File: src/hdl/sprite_art_decoder_core_macros.svh
// ----------------------------------------------------------------------------
// Sprite art decoder assertion macros
// Clocked assertion helpers used by the decoder core's RTL file.
// ----------------------------------------------------------------------------
`ifndef SPRITE_ART_DECODER_CORE_MACROS_SVH
`define SPRITE_ART_DECODER_CORE_MACROS_SVH

`ifndef ASSERT_OFF

// prop must hold at every clock edge outside reset
`define SAD_ASSERT(label, clk, rst, prop) \
   label: assert property (@(posedge clk) disable iff (rst) (prop)) \
      else $error("sprite art decoder: assertion failed");

// expr must never be true outside reset
`define SAD_NEVER(label, clk, rst, expr) \
   label: assert property (@(posedge clk) disable iff (rst) !(expr)) \
      else $error("sprite art decoder: forbidden condition seen");

`else

`define SAD_ASSERT(label, clk, rst, prop)
`define SAD_NEVER(label, clk, rst, expr)

`endif

`endif

File: src/hdl/sad_pkg.sv
// ----------------------------------------------------------------------------
// Sprite art decoder package
// Types, constants and helper functions shared by the decoder's modules.
// ----------------------------------------------------------------------------
package sad_pkg;

   localparam logic [15:0] TILE_SIZE = 16'd44;
   localparam logic [15:0] TILE_HALF = 16'd22;
   localparam logic [16:0] RUN_GUARD = 17'd2048;

   localparam logic [15:0] WIDTH_RESET  = 16'd44;
   localparam logic [15:0] HEIGHT_RESET = 16'd44;

   localparam int CSR_ADDR_W = 4;
   localparam int CSR_DATA_W = 32;

   typedef enum logic [1:0] {
      REG_ART_KIND     = 2'd0,
      REG_IMAGE_WIDTH  = 2'd1,
      REG_IMAGE_HEIGHT = 2'd2
   } reg_index_type;

   typedef enum logic [1:0] {
      PH_SKIP   = 2'd0,
      PH_LEN    = 2'd1,
      PH_COLOUR = 2'd2
   } phase_type;

   typedef enum logic [1:0] {
      KIND_PIXEL     = 2'd0,
      KIND_ROW_END   = 2'd1,
      KIND_ROW_ABORT = 2'd2
   } kind_type;

   typedef struct packed {
      logic        art_kind;
      logic [15:0] image_width;
      logic [15:0] image_height;
   } cfg_type;

   typedef struct packed {
      phase_type   phase;
      logic [15:0] column;
      logic [15:0] row;
      logic [15:0] run_left;
      logic [15:0] saved_skip;
      logic        image_done;
   } dec_state_type;

   typedef struct packed {
      logic        emit;
      kind_type    result_kind;
      logic [15:0] pixel_x;
      logic [15:0] pixel_y;
      logic [15:0] colour;
      logic        image_last;
   } dec_result_type;

   function automatic dec_state_type clear_state();
      dec_state_type s;
      s.phase      = PH_SKIP;
      s.column     = '0;
      s.row        = '0;
      s.run_left   = '0;
      s.saved_skip = '0;
      s.image_done = 1'b0;
      return s;
   endfunction

   // first column of a diamond row
   function automatic logic [15:0] tile_start(input logic [15:0] y);
      logic [15:0] r;
      if (y < TILE_HALF) begin
         r = TILE_HALF - 16'd1 - y;
      end else begin
         r = y - TILE_HALF;
      end
      return r;
   endfunction

   // pixel count of a diamond row
   function automatic logic [15:0] tile_count(input logic [15:0] y);
      logic [15:0] r;
      if (y < TILE_HALF) begin
         r = {y[14:0], 1'b0} + 16'd2;
      end else begin
         r = {TILE_SIZE[14:0], 1'b0} - {y[14:0], 1'b0};
      end
      return r;
   endfunction

endpackage

File: src/hdl/sad_req_if.sv
// ----------------------------------------------------------------------------
// Sprite word channel
// Valid/ready channel carrying one sprite word and its frame start flag.
// ----------------------------------------------------------------------------
interface sad_req_if;
   logic        valid;
   logic        ready;
   logic [15:0] data_word;
   logic        frame_start;

   modport source (output valid, output data_word, output frame_start, input ready);
   modport sink   (input valid, input data_word, input frame_start, output ready);
endinterface

File: src/hdl/sad_rsp_if.sv
// ----------------------------------------------------------------------------
// Decoded pixel channel
// Valid/ready channel carrying one decoded pixel or row end.
// ----------------------------------------------------------------------------
interface sad_rsp_if;
   logic        valid;
   logic        ready;
   logic [1:0]  result_kind;
   logic [15:0] pixel_x;
   logic [15:0] pixel_y;
   logic [15:0] colour;
   logic        image_last;

   modport source (output valid, output result_kind, output pixel_x, output pixel_y,
                   output colour, output image_last, input ready);
   modport sink   (input valid, input result_kind, input pixel_x, input pixel_y,
                   input colour, input image_last, output ready);
endinterface

File: src/hdl/sad_csr.sv
// ----------------------------------------------------------------------------
// Sprite art decoder register block
// APB-style write and read access to the mode, width and height registers.
// ----------------------------------------------------------------------------
module sad_csr (
   input  logic                          clock,
   input  logic                          reset,
   input  logic                          csr_psel,
   input  logic                          csr_penable,
   input  logic                          csr_pwrite,
   input  logic [sad_pkg::CSR_ADDR_W-1:0] csr_paddr,
   input  logic [sad_pkg::CSR_DATA_W-1:0] csr_pwdata,
   output logic [sad_pkg::CSR_DATA_W-1:0] csr_prdata,
   output logic                          csr_pready,
   output sad_pkg::cfg_type              cfg
);

   logic        art_kind_ff;
   logic [15:0] image_width_ff;
   logic [15:0] image_height_ff;
   logic        wr_en;
   logic [1:0]  reg_sel;

   assign csr_pready = 1'b1;
   assign wr_en      = csr_psel & csr_penable & csr_pwrite;
   assign reg_sel    = csr_paddr[3:2];

   always_ff @(posedge clock) begin
      if (reset) begin
         art_kind_ff     <= 1'b0;
         image_width_ff  <= sad_pkg::WIDTH_RESET;
         image_height_ff <= sad_pkg::HEIGHT_RESET;
      end else if (wr_en) begin
         case (reg_sel)
            sad_pkg::REG_ART_KIND:     art_kind_ff     <= csr_pwdata[0];
            sad_pkg::REG_IMAGE_WIDTH:  image_width_ff  <= csr_pwdata[15:0];
            sad_pkg::REG_IMAGE_HEIGHT: image_height_ff <= csr_pwdata[15:0];
            default: ;
         endcase
      end
   end

   always_comb begin
      case (reg_sel)
         sad_pkg::REG_ART_KIND:     csr_prdata = {31'd0, art_kind_ff};
         sad_pkg::REG_IMAGE_WIDTH:  csr_prdata = {16'd0, image_width_ff};
         sad_pkg::REG_IMAGE_HEIGHT: csr_prdata = {16'd0, image_height_ff};
         default:                   csr_prdata = '0;
      endcase
   end

   assign cfg.art_kind     = art_kind_ff;
   assign cfg.image_width  = image_width_ff;
   assign cfg.image_height = image_height_ff;

endmodule

File: src/hdl/sad_decode.sv
// ----------------------------------------------------------------------------
// Sprite art decoder word step
// Next decoder state and optional result for one sprite word.
// ----------------------------------------------------------------------------
module sad_decode (
   input  sad_pkg::cfg_type        cfg,
   input  sad_pkg::dec_state_type  state_cur,
   input  logic [15:0]             data_word,
   input  logic                    frame_start,
   output sad_pkg::dec_state_type  state_nxt,
   output sad_pkg::dec_result_type result
);

   always_comb begin
      sad_pkg::dec_state_type s;
      sad_pkg::dec_state_type nx;
      sad_pkg::dec_result_type o;
      logic [15:0] trow;
      logic [15:0] tcol;
      logic [15:0] ncol;
      logic [15:0] nrow;
      logic [16:0] sum;
      logic [15:0] skip_col;
      logic [15:0] run_nx;

      s  = frame_start ? sad_pkg::clear_state() : state_cur;
      nx = s;
      o  = '0;
      o.result_kind = sad_pkg::KIND_PIXEL;
      trow     = s.row;
      tcol     = s.column;
      ncol     = '0;
      nrow     = '0;
      sum      = {1'b0, s.saved_skip} + {1'b0, data_word};
      skip_col = s.column + s.saved_skip;
      run_nx   = s.run_left - 16'd1;

      if (!s.image_done) begin
         if (!cfg.art_kind) begin
            // diamond tile
            if (s.row >= sad_pkg::TILE_SIZE) begin
               nx.image_done = 1'b1;
            end else begin
               if (tcol >= sad_pkg::tile_count(trow)) begin
                  tcol = '0;
                  trow = trow + 16'd1;
               end
               if (trow >= sad_pkg::TILE_SIZE) begin
                  nx.column     = tcol;
                  nx.row        = trow;
                  nx.image_done = 1'b1;
               end else begin
                  ncol = tcol + 16'd1;
                  nrow = trow;
                  if (ncol >= sad_pkg::tile_count(trow)) begin
                     ncol = '0;
                     nrow = trow + 16'd1;
                  end
                  nx.column     = ncol;
                  nx.row        = nrow;
                  nx.image_done = (nrow >= sad_pkg::TILE_SIZE);
                  o.emit        = 1'b1;
                  o.pixel_x     = sad_pkg::tile_start(trow) + tcol;
                  o.pixel_y     = trow;
                  o.colour      = data_word;
                  o.image_last  = (nrow >= sad_pkg::TILE_SIZE);
               end
            end
         end else begin
            // run-length static
            if (s.row >= cfg.image_height) begin
               nx.image_done = 1'b1;
            end else begin
               case (s.phase)
                  sad_pkg::PH_LEN: begin
                     nx.column = skip_col;
                     if (sum >= sad_pkg::RUN_GUARD || sum == 17'd0) begin
                        nrow          = s.row + 16'd1;
                        o.emit        = 1'b1;
                        o.result_kind = (sum == 17'd0) ? sad_pkg::KIND_ROW_END
                                                       : sad_pkg::KIND_ROW_ABORT;
                        o.pixel_x     = skip_col;
                        o.pixel_y     = s.row;
                        o.image_last  = (nrow >= cfg.image_height);
                        nx.row        = nrow;
                        nx.image_done = (nrow >= cfg.image_height);
                        nx.column     = '0;
                        nx.phase      = sad_pkg::PH_SKIP;
                        nx.run_left   = '0;
                     end else if (data_word == 16'd0) begin
                        nx.phase = sad_pkg::PH_SKIP;
                     end else begin
                        nx.run_left = data_word;
                        nx.phase    = sad_pkg::PH_COLOUR;
                     end
                  end
                  sad_pkg::PH_COLOUR: begin
                     nx.column   = s.column + 16'd1;
                     nx.run_left = run_nx;
                     if (run_nx == 16'd0) begin
                        nx.phase = sad_pkg::PH_SKIP;
                     end
                     if (s.column < cfg.image_width) begin
                        o.emit    = 1'b1;
                        o.pixel_x = s.column;
                        o.pixel_y = s.row;
                        o.colour  = data_word;
                     end
                  end
                  default: begin
                     nx.saved_skip = data_word;
                     nx.phase      = sad_pkg::PH_LEN;
                  end
               endcase
            end
         end
      end

      state_nxt = nx;
      result    = o;
   end

endmodule

File: src/hdl/sprite_art_decoder_core.sv
// ----------------------------------------------------------------------------
// Sprite art decoder core
// Turns a stream of 16-bit sprite words into pixel coordinates with colour.
// ----------------------------------------------------------------------------
// req_chan carries one sprite word per transfer; frame_start restarts the
// image before that word is used. rsp_chan carries at most one result per
// word: a pixel, or in run-length mode a normal or aborted row end, with
// image_last set on the final result of the image. Words after the image end
// give nothing until the next frame start.
// The csr_ port sets the mode (diamond tile or run-length static), the image
// width and the image height; write it only while the block is idle.
// Throughput is one word per cycle when unstalled: the whole step is one
// combinational pass from the decoder state and the word to the state and
// result registers. A result appears on rsp_chan in the cycle after its word's
// transfer. A single result register sits on rsp_chan; while it holds an
// untaken result req_chan.ready follows rsp_chan.ready, so a stalled receiver
// stalls input. Synchronous reset clears the decoder state and the output
// valid flag and sets the registers to tile mode, 44 by 44.
// ----------------------------------------------------------------------------
`include "sprite_art_decoder_core_macros.svh"

module sprite_art_decoder_core (
   input  logic                          clock,
   input  logic                          reset,
   sad_req_if.sink                       req_chan,
   sad_rsp_if.source                     rsp_chan,
   input  logic                          csr_psel,
   input  logic                          csr_penable,
   input  logic                          csr_pwrite,
   input  logic [sad_pkg::CSR_ADDR_W-1:0] csr_paddr,
   input  logic [sad_pkg::CSR_DATA_W-1:0] csr_pwdata,
   output logic [sad_pkg::CSR_DATA_W-1:0] csr_prdata,
   output logic                          csr_pready
);

   sad_pkg::cfg_type        cfg;
   sad_pkg::dec_state_type  state_ff;
   sad_pkg::dec_state_type  state_in;
   sad_pkg::dec_result_type step_res;
   sad_pkg::dec_result_type res_ff;
   logic                    out_valid_ff;
   logic                    req_fire;

   sad_csr u_csr (
      .clock       (clock),
      .reset       (reset),
      .csr_psel    (csr_psel),
      .csr_penable (csr_penable),
      .csr_pwrite  (csr_pwrite),
      .csr_paddr   (csr_paddr),
      .csr_pwdata  (csr_pwdata),
      .csr_prdata  (csr_prdata),
      .csr_pready  (csr_pready),
      .cfg         (cfg)
   );

   sad_decode u_decode (
      .cfg         (cfg),
      .state_cur   (state_ff),
      .data_word   (req_chan.data_word),
      .frame_start (req_chan.frame_start),
      .state_nxt   (state_in),
      .result      (step_res)
   );

   assign req_chan.ready = !out_valid_ff || rsp_chan.ready;
   assign req_fire       = req_chan.valid && req_chan.ready;

   always_ff @(posedge clock) begin
      if (reset) begin
         state_ff     <= sad_pkg::clear_state();
         out_valid_ff <= 1'b0;
      end else begin
         if (req_fire) begin
            state_ff <= state_in;
         end
         if (req_chan.ready) begin
            out_valid_ff <= req_fire && step_res.emit;
         end
      end
   end

   always_ff @(posedge clock) begin
      if (req_fire && step_res.emit) begin
         res_ff <= step_res;
      end
   end

   assign rsp_chan.valid       = out_valid_ff;
   assign rsp_chan.result_kind = res_ff.result_kind;
   assign rsp_chan.pixel_x     = res_ff.pixel_x;
   assign rsp_chan.pixel_y     = res_ff.pixel_y;
   assign rsp_chan.colour      = res_ff.colour;
   assign rsp_chan.image_last  = res_ff.image_last;

   `SAD_ASSERT(a_done_silent, clock, reset,
      (req_fire && state_ff.image_done && !req_chan.frame_start) |=> !rsp_chan.valid)
   `SAD_ASSERT(a_last_marks_done, clock, reset,
      (rsp_chan.valid && rsp_chan.image_last) |-> state_ff.image_done)
   `SAD_ASSERT(a_row_end_no_colour, clock, reset,
      (rsp_chan.valid && rsp_chan.result_kind != sad_pkg::KIND_PIXEL) |->
         (rsp_chan.colour == 16'd0))
   `SAD_NEVER(a_stall_blocks_input, clock, reset,
      rsp_chan.valid && !rsp_chan.ready && req_chan.ready)

endmodule
File: src/flat_wrapper.sv
// flat-port wrapper written by rule: the top's interface ports become plain ports
module sprite_art_decoder_core_flat 
  (clock, reset, csr_psel, csr_penable, csr_pwrite, csr_paddr, csr_pwdata, csr_prdata, csr_pready, req_chan_valid, req_chan_data_word, req_chan_frame_start, req_chan_ready, rsp_chan_valid, rsp_chan_result_kind, rsp_chan_pixel_x, rsp_chan_pixel_y, rsp_chan_colour, rsp_chan_image_last, rsp_chan_ready);
  sad_req_if req_chan_i ();
  sad_rsp_if rsp_chan_i ();
  input  logic clock;
  input  logic reset;
  input  logic csr_psel;
  input  logic csr_penable;
  input  logic csr_pwrite;
  input  logic [sad_pkg::CSR_ADDR_W-1:0] csr_paddr;
  input  logic [sad_pkg::CSR_DATA_W-1:0] csr_pwdata;
  output logic [sad_pkg::CSR_DATA_W-1:0] csr_prdata;
  output logic csr_pready;
  input wire logic [$bits(req_chan_i.valid)-1:0] req_chan_valid;
  input wire logic [$bits(req_chan_i.data_word)-1:0] req_chan_data_word;
  input wire logic [$bits(req_chan_i.frame_start)-1:0] req_chan_frame_start;
  output wire logic [$bits(req_chan_i.ready)-1:0] req_chan_ready;
  output wire logic [$bits(rsp_chan_i.valid)-1:0] rsp_chan_valid;
  output wire logic [$bits(rsp_chan_i.result_kind)-1:0] rsp_chan_result_kind;
  output wire logic [$bits(rsp_chan_i.pixel_x)-1:0] rsp_chan_pixel_x;
  output wire logic [$bits(rsp_chan_i.pixel_y)-1:0] rsp_chan_pixel_y;
  output wire logic [$bits(rsp_chan_i.colour)-1:0] rsp_chan_colour;
  output wire logic [$bits(rsp_chan_i.image_last)-1:0] rsp_chan_image_last;
  input wire logic [$bits(rsp_chan_i.ready)-1:0] rsp_chan_ready;
  assign req_chan_i.valid = req_chan_valid;
  assign req_chan_i.data_word = req_chan_data_word;
  assign req_chan_i.frame_start = req_chan_frame_start;
  assign req_chan_ready = req_chan_i.ready;
  assign rsp_chan_valid = rsp_chan_i.valid;
  assign rsp_chan_result_kind = rsp_chan_i.result_kind;
  assign rsp_chan_pixel_x = rsp_chan_i.pixel_x;
  assign rsp_chan_pixel_y = rsp_chan_i.pixel_y;
  assign rsp_chan_colour = rsp_chan_i.colour;
  assign rsp_chan_image_last = rsp_chan_i.image_last;
  assign rsp_chan_i.ready = rsp_chan_ready;
  sprite_art_decoder_core u_core (.clock(clock), .reset(reset), .req_chan(req_chan_i), .rsp_chan(rsp_chan_i), .csr_psel(csr_psel), .csr_penable(csr_penable), .csr_pwrite(csr_pwrite), .csr_paddr(csr_paddr), .csr_pwdata(csr_pwdata), .csr_prdata(csr_prdata), .csr_pready(csr_pready));
endmodule
File: config.mk
export PLATFORM = sky130hd
export DESIGN_NAME = sprite_art_decoder_core_flat
export DESIGN_NICKNAME = d
export VERILOG_FILES = /design/src/hdl/sad_pkg.sv /design/src/hdl/sad_req_if.sv /design/src/hdl/sad_rsp_if.sv /design/src/hdl/sad_csr.sv /design/src/hdl/sad_decode.sv /design/src/hdl/sprite_art_decoder_core.sv /design/src/flat_wrapper.sv
export VERILOG_INCLUDE_DIRS = /design/src /design/src/hdl
export SDC_FILE = /design/constraint.sdc
export NUM_CORES = 1
export LEC_CHECK = 0
export BUFFER_PORTS_ARGS = -buffer_cell sky130_fd_sc_hd__buf_2
export CORE_MARGIN = 4
export CORE_UTILIZATION = 40
export DETAILED_ROUTE_END_ITERATION = 8
export SYNTH_ARGS = -nofsm -noshare
export SYNTH_HDL_FRONTEND = slang
export SYNTH_SLANG_ARGS = --single-unit
export TNS_END_PERCENT = 100
File: constraint.sdc
create_clock -name clock -period 8.5 [get_ports clock]
set_clock_uncertainty 0.15 [all_clocks]
set_input_delay 0.85 -clock clock [delete_from_list [all_inputs] [get_ports clock]]
set_output_delay 0.85 -clock clock [all_outputs]
set_load 0.02 [all_outputs]
==> metrics.txt, run 1 <==
status=finished, final reports clean; Fmax=126 MHz; Critical Path End Type=register; Startpoint Class=primary input; total wire length=between 50,000 and 60,000 um; commonest non-fill, non-tap cell in the layout=nand2_1; Post-Syn Instances=1,858; Finished Layout Cells=2,507; utilization after layout=0.474; die height=198 um; drt first pass iters=6; DRT antenna net count=0; vias in the first global route=roughly 15k; Initial Util=0.407; Die X=198 um; Mean Syn Cell Area=7.80 um^2; I/O pin cnt=146; Max VDD drop=0.000167 V; H-tree levels=4; CP Max Fanout=6; post-synthesis register bit count=152; root buffer cell=clkbuf_16; Pwr Total=0.00247 W; Critical Path Source=req_chan_frame_start; CTS tree=built; Hold Crit Class=register to register; Final Max Tran Viols=0; post-synthesis sequential area ratio=0.245; crit path DAT=7.99 ns; WHS Path Cells=2; die area=approximately 40,000 um^2; GRT Total Usage=0.286; most frequent cells in the layout=205 x nand2_1, 155 x nor2_1, 150 x buf_4; HPWL after detailed placement=approximately 45,000 um; Reg-to-Reg End=u_core.rsp_chan.image_last$_SDFFCE_PP0P_; global-route wire length before repair=just under 90,000 um; crit-path max cell delay=0.39 ns; Yosys warnings=0; pin count of the biggest net entering global routing=50; number of synthesized flops with an enable pin=51; wire per inst=22.7 um; routability congestion estimate=roughly 0.97; Reg2Reg Depth=34; grt ovf=0; CP dominant cell by count=buf_4; final instance area=16,900 um^2; clock sink count=152; CP Class=primary input to register; layout net count=~2.2k; n_diodes=0; Num CTS Buffers=17; layout cells sized above 1=0.162; Rel. slew slack=0.102; PD cells=roughly 150 nW/um^2; worst slew pin tran=~1.3 ns; Clock Latency Late Sink=0.47 ns; post-synthesis async set-or-reset flop share=0; DRC Markers=0; CP endpoint=u_core.rsp_chan.image_last$_SDFFCE_PP0P_; FF-to-FF Start=u_core.state_ff[46]$_SDFFE_PP0P_; predominant post-synthesis flop cell=dfxtp_1; row count=69; hold violation count in the final report=0; LEAKAGE=7.26 nW; clk buf depth=2; Worst-path clk slew=0.07 ns; initial DRC count=1,698; Tmin final=between 7 and 8 ns; pre-CTS WS=-0.0331 ns; RSZ-0062 raised after global routing=no; P&R area growth vs syn=16.7%; Post-DP Area=16,300 um^2; flop2flop setup slack=0.77 ns; Placeable Area=35,700 um^2; IO Port Bufs=110; final worst path period share=0.931; total number of vias=15.3k; via/cell ratio=6.10; max-cap viol count=0; slowest CP cell=mux2i_1; Hold-fix buffers, CTS=0; Placed Cells incl. Taps=2,475; required time worst endpoint=8.57 ns; initial antenna violation count=1; Unique masters post-synth=88; fin worst setup slack=0.586 ns; Post-Synthesis Cell Area=14,500 um^2; Finish-stage setup viols=0
[area by class of cell]
| type | count | area (um^2) |
|---|---|---|
| inverters | 95 | 357 |
| well taps | 461 | 577 |
| multi-input cells | 1507 | 10200 |
| fillers | 3585 | 18700 |
| repair buffers | 260 | 1680 |
| clock buffers | 17 | 425 |
| clock inverters | 15 | 150 |
| flip-flops and latches | 152 | 3550 |
[what timing repair did]
action | in CTS | in global routing
setup buffers | 0 | 0
endpoints found under the hold margin | 0 | 0
gates resized for setup | 0 | 6
setup endpoints to repair | 0 | 3
[metal layers]
metal / vias to the layer above / wire [um] / track usage
li1: 7178 / - / -
met1: 7261 / 24700 / 0.392
met2: 735 / 25000 / 0.445
met3: 128 / 4730 / 0.0556
met4: 2 / 2440 / 0.115
met5: - / 7 / 0
[power by group]
group,leakage [nW],total [W],switching (W),internal [W]
Sequential,1.31,0.000838,0.0000222,0.000816
Combinational,5.68,0.000851,0.000532,0.000319
Clock,0.269,0.000785,0.000354,0.000431
[worst max-delay path: cells and delay by family]
kind	cells	cell delay [ns]
adders and majority gates	3	0.78
xor gates and xnor gates	2	0.29
AOI/OAI and AO/OA	12	2.50
and+or+nand+nor	13	2.19
muxes	1	0.39
buffers and inverters	6	0.96
[cells in the mapped netlist, drive strengths merged, types with 39 or more instances]
library cell / number / share of area
inv: 94 / 0.024
nand3: 57 / 0.020
a22oi: 39 / 0.020
and2: 43 / 0.019
o21ai: 91 / 0.031
dfxtp: 101 / 0.14
nand2: 205 / 0.053
nor2: 155 / 0.040
clkbuf: 82 / 0.021
a21oi: 121 / 0.042
ha: 135 / 0.12
edfxtp: 51 / 0.11
nor2b: 47 / 0.020
xnor2: 88 / 0.053
[registers in the layout, summed over array words and instances (netlist names)]
signal / count
u_core.rsp_chan.image_last: 1
u_core.rsp_chan.result_kind: 2
u_core.u_csr.image_width_ff: 16
u_core.u_csr.art_kind_ff: 1
u_core.rsp_chan.valid: 1
u_core.rsp_chan.pixel_y: 16
u_core.rsp_chan.pixel_x: 16
u_core.rsp_chan.colour: 16
u_core.state_ff: 67
u_core.u_csr.image_height_ff: 16
[metrics by stage]
stage | hold WS (ns) | TNS (ns)
floorplan | 0.267 | 0
global placement | 0.297 | 0
detailed placement | 0.300 | -0.0331
CTS | 0.315 | 0
global route | 0.341 | 0
finish | 0.317 | 0
[cells by family after synthesis]
group / share of synthesized area
flip-flops: 0.245
adder cells (fa/ha/maj): 0.121
AND/OR/NAND/NOR: 0.233
XOR/XNOR: 0.0704
other: 0.000518
multiplexers: 0.0120
buffers and inverters: 0.0613
AO/OA/AOI/OAI: 0.257
[how the worst min path moves through the flow]
stage	start	to	slack (ns)
floorplan	u_core.state_ff[62]$_SDFFE_PP0P_	u_core.state_ff[62]$_SDFFE_PP0P_	0.27
global placement	u_core.state_ff[60]$_SDFFE_PP0P_	u_core.state_ff[60]$_SDFFE_PP0P_	0.30
detailed placement	u_core.state_ff[60]$_SDFFE_PP0P_	u_core.state_ff[60]$_SDFFE_PP0P_	0.30
CTS	u_core.state_ff[60]$_SDFFE_PP0P_	u_core.state_ff[60]$_SDFFE_PP0P_	0.31
global route	u_core.state_ff[60]$_SDFFE_PP0P_	u_core.state_ff[60]$_SDFFE_PP0P_	0.34
finish	u_core.state_ff[60]$_SDFFE_PP0P_	u_core.state_ff[60]$_SDFFE_PP0P_	0.32
Note: power is estimated with default switching activity, not from simulation.
==> run 2: changes to the inputs <==
- ABC_AREA: not set -> 1
==> run 2 against run 1 <==
Register-to-register slack gained 0.53 ns. Clock power grew 12%. First-iteration DRC count shrank 4.7%. Via count grew 9.2%. Critical path type unchanged. Setup slack gained 0.24 ns. Power grew 87%. Largest cell class unchanged. Combinational power grew to 3.3 times the previous value. Critical endpoint unchanged. Utilization shrank 2.2 points. Area after synthesis grew 8.0%.
==> metrics.txt, run 2 <==
post-synth top area share=0.129 (was 0.139); total number of vias=16.7k (was 15.3k); grt ovf=0 (unchanged); LEAKAGE=8.28 nW (was 7.26 nW); post-synthesis sequential area ratio=0.227 (was 0.245); CP Max Fanout=19 (was 6); Hold-fix buffers, CTS=0 (unchanged); initial DRC count=1,619 (was 1,698); n_diodes=0 (unchanged); row count=72 (was 69); Die X=206 um (was 198 um); Critical Path End Type=register (unchanged); HPWL after detailed placement=46,600 um (was 44,800 um); Rel. slew slack=0.212 (was 0.102); post-synthesis compound-gate area fraction=0.204 (was 0.257); die area=42,400 um^2 (was 39,400 um^2); root buffer cell=clkbuf_16 (unchanged); required time worst endpoint=8.56 ns (was 8.57 ns); crit-path max cell delay=0.51 ns (was 0.39 ns); Hold Crit Class=register to register (unchanged); wire per inst=19.8 um (was 22.7 um); Post-CTS Setup Repair Bufs=0 (unchanged); pin count of the biggest net entering global routing=67 (was 50); layout cells sized above 1=0.129 (was 0.162); most frequent cell after synthesis=nand2_1 (unchanged); Max VDD drop=0.000165 V (was 0.000167 V); post-synthesis async set-or-reset flop share=0 (unchanged); routability congestion estimate=0.953 (was 0.972); busiest grt layer=met2 (unchanged); Finished Layout Cells=3,006 (was 2,507); Placed Cells incl. Taps=2,974 (was 2,475); Synth area leader=dfxtp_1 (unchanged); DRC Markers=0 (unchanged); drt first pass iters=8 (was 6); number of synthesized flops with an enable pin=51 (unchanged); CP Class=primary input to register (unchanged); crit path DAT=7.73 ns (was 7.99 ns); Global Route met2 Usage=0.452 (was 0.445); RSZ-0062 raised after global routing=no (unchanged); Tmin final=7.67 ns (was 7.91 ns); slowest CP cell=buf_2 (was mux2i_1); max reg flops=67 (unchanged); final worst path period share=0.903 (was 0.931); H-tree levels=4 (unchanged); Most flops, register=u_core.state_ff (unchanged); layout net count=2,673 (was 2,231); predominant post-synthesis flop cell=dfxtp_1 (unchanged); Unique masters post-synth=64 (was 88); utilization after layout=0.453 (was 0.474); Clock Latency Late Sink=0.47 ns (about the same); GRT Total Usage=0.279 (was 0.286); max-cap viol count=0 (unchanged); xor/xnor share of the synthesized area=0.0557 (was 0.0704); Yosys warnings=0 (unchanged); largest family of logic cells by synthesized area=simple AND/OR/NAND/NOR gates (was compound AO/OA/AOI/OAI gates); met1 Usage GRT=0.382 (was 0.392); most frequent cells in the layout=478 x nand2_1, 328 x inv_1, 226 x a21oi_1 (was 205 x nand2_1, 155 x nor2_1, 150 x buf_4); setup tns final=0 ns (unchanged); hold violation count in the final report=0 (unchanged); Post-Synthesis Cell Area=15,700 um^2 (was 14,500 um^2); Placeable Area=38,600 um^2 (was 35,700 um^2); Finish-stage setup viols=0 (unchanged); I/O pin cnt=146 (unchanged); DRT antenna net count=0 (unchanged); global-route wire length before repair=91,200 um (was 87,300 um); GR Util met3=0.0369 (was 0.0556); worst slew pin tran=1.18 ns (was 1.35 ns); Synth area leaders=dfxtp_1 13%, nand2_1 11%, ha_1 11% (was dfxtp_1 14%, ha_1 12%, edfxtp_1 11%); via/cell ratio=5.56 (was 6.10); vias in the first global route=15.8k (was 14.6k); clk buf depth=2 (unchanged); commonest non-fill, non-tap cell in the layout=nand2_1 (unchanged); mux contribution to synthesized area=0 (was 0.0120); Reg2Reg Depth=43 (was 34); post-CTS sizing=0 (unchanged); Worst-path clk slew=0.07 ns (about the same); Startpoint Class=primary input (unchanged); # fillers=4,082 (was 3,585); Mean Syn Cell Area=6.61 um^2 (was 7.80 um^2); CP dominant cell by count=nand2_1 (was buf_4); WHS Path Cells=2 (unchanged); status=finished, final reports clean (unchanged); initial antenna violation count=0 (was 1); adder-cell area share of the yosys netlist=0.112 (was 0.121); IO Port Bufs=110 (unchanged); CTS tree=built (unchanged); Initial Util=0.405 (was 0.407); Num CTS Buffers=17 (unchanged); P&R area growth vs syn=11.7% (was 16.7%); Post-Synth Simple-Gate Area=0.285 (was 0.233); Fmax=130 MHz (was 126 MHz); synth cell count leaders=479 x nand2_1, 330 x inv_1, 226 x a21oi_1 (was 205 x nand2_1, 155 x nor2_1, 135 x ha_1); die height=206 um (was 198 um); PD cells=265 nW/um^2 (was 146 nW/um^2); total wire length=59,500 um (was 56,900 um); post-synthesis register bit count=152 (unchanged); pre-CTS WS=0.434 ns (was -0.0331 ns); Post-Syn Instances=2,370 (was 1,858); clock sink count=152 (unchanged); fin worst setup slack=0.826 ns (was 0.586 ns); Final Max Tran Viols=0 (unchanged)
run 2: power breakdown:
part / switching, W / total, W / leakage [nW] / internal (W)
registers: 0.0000387 / 0.000916 / 1.32 / 0.000877
logic: 0.00194 / 0.00284 / 6.64 / 0.000905
clock network: 0.000362 / 0.000877 / 0.330 / 0.000515
run 2: through the flow:
stage	instance area (um^2)	power (W)	hold WS, ns
6_report	17500	0.00463	0.316
5_1_grt	17500	0.00500	0.335
4_1_cts	17500	0.00461	0.316
3_5_place_dp	16800	0.00373	0.305
3_3_place_gp	16800	0.00370	0.302
2_1_floorplan	15700	0.00298	0.295
run 2: path summary, 6_finish.rpt:
check	slack [ns]	endpoint	startpoint
worst max-delay path	0.83	u_core.rsp_chan.image_last$_SDFFCE_PP0P_	req_chan_frame_start
worst min-delay path	0.32	u_core.state_ff[5]$_SDFFE_PP0P_	u_core.state_ff[5]$_SDFFE_PP0P_
worst max register to register	1.30	u_core.rsp_chan.image_last$_SDFFCE_PP0P_	u_core.state_ff[35]$_SDFFE_PP0P_
worst min register to register	0.32	u_core.state_ff[5]$_SDFFE_PP0P_	u_core.state_ff[5]$_SDFFE_PP0P_
run 2: layout make-up:
class	instances	area (um^2)	area share
clock buffer	22	539	0.0308
tap	518	648	0.0370
timing repair buffer	164	956	0.0546
sequential	152	3550	0.203
inverter	356	1340	0.0765
clock inverter	10	123	0.00701
multi-input combinational	1784	10300	0.591
run 2: layer usage:
metal  vias to the layer above  share of wire  wire length, um
met5                         -              0                0
li1                       8118              -                -
met4                         0          0.036             2150
met2                       677           0.45            26900
met3                       119          0.067             4010
met1                      7799           0.44            26500
run 2: cell families (layout without fill, tap and decap cells):
family	after synthesis	count (layout)
other	2	17
XOR/XNOR	97	97
AND/OR/NAND/NOR	968	968
buffers and inverters	449	552
AO/OA/AOI/OAI	564	564
flip-flops	152	152
adder cells (fa/ha/maj)	138	138
run 2: worst max-delay path: cells and delay by family:
family	cells	cell delay, ns
AO/OA/AOI/OAI	6	0.77
XOR/XNOR	1	0.17
adder cells (fa/ha/maj)	3	0.77
buffers and inverters	9	1.58
AND/OR/NAND/NOR	26	3.55
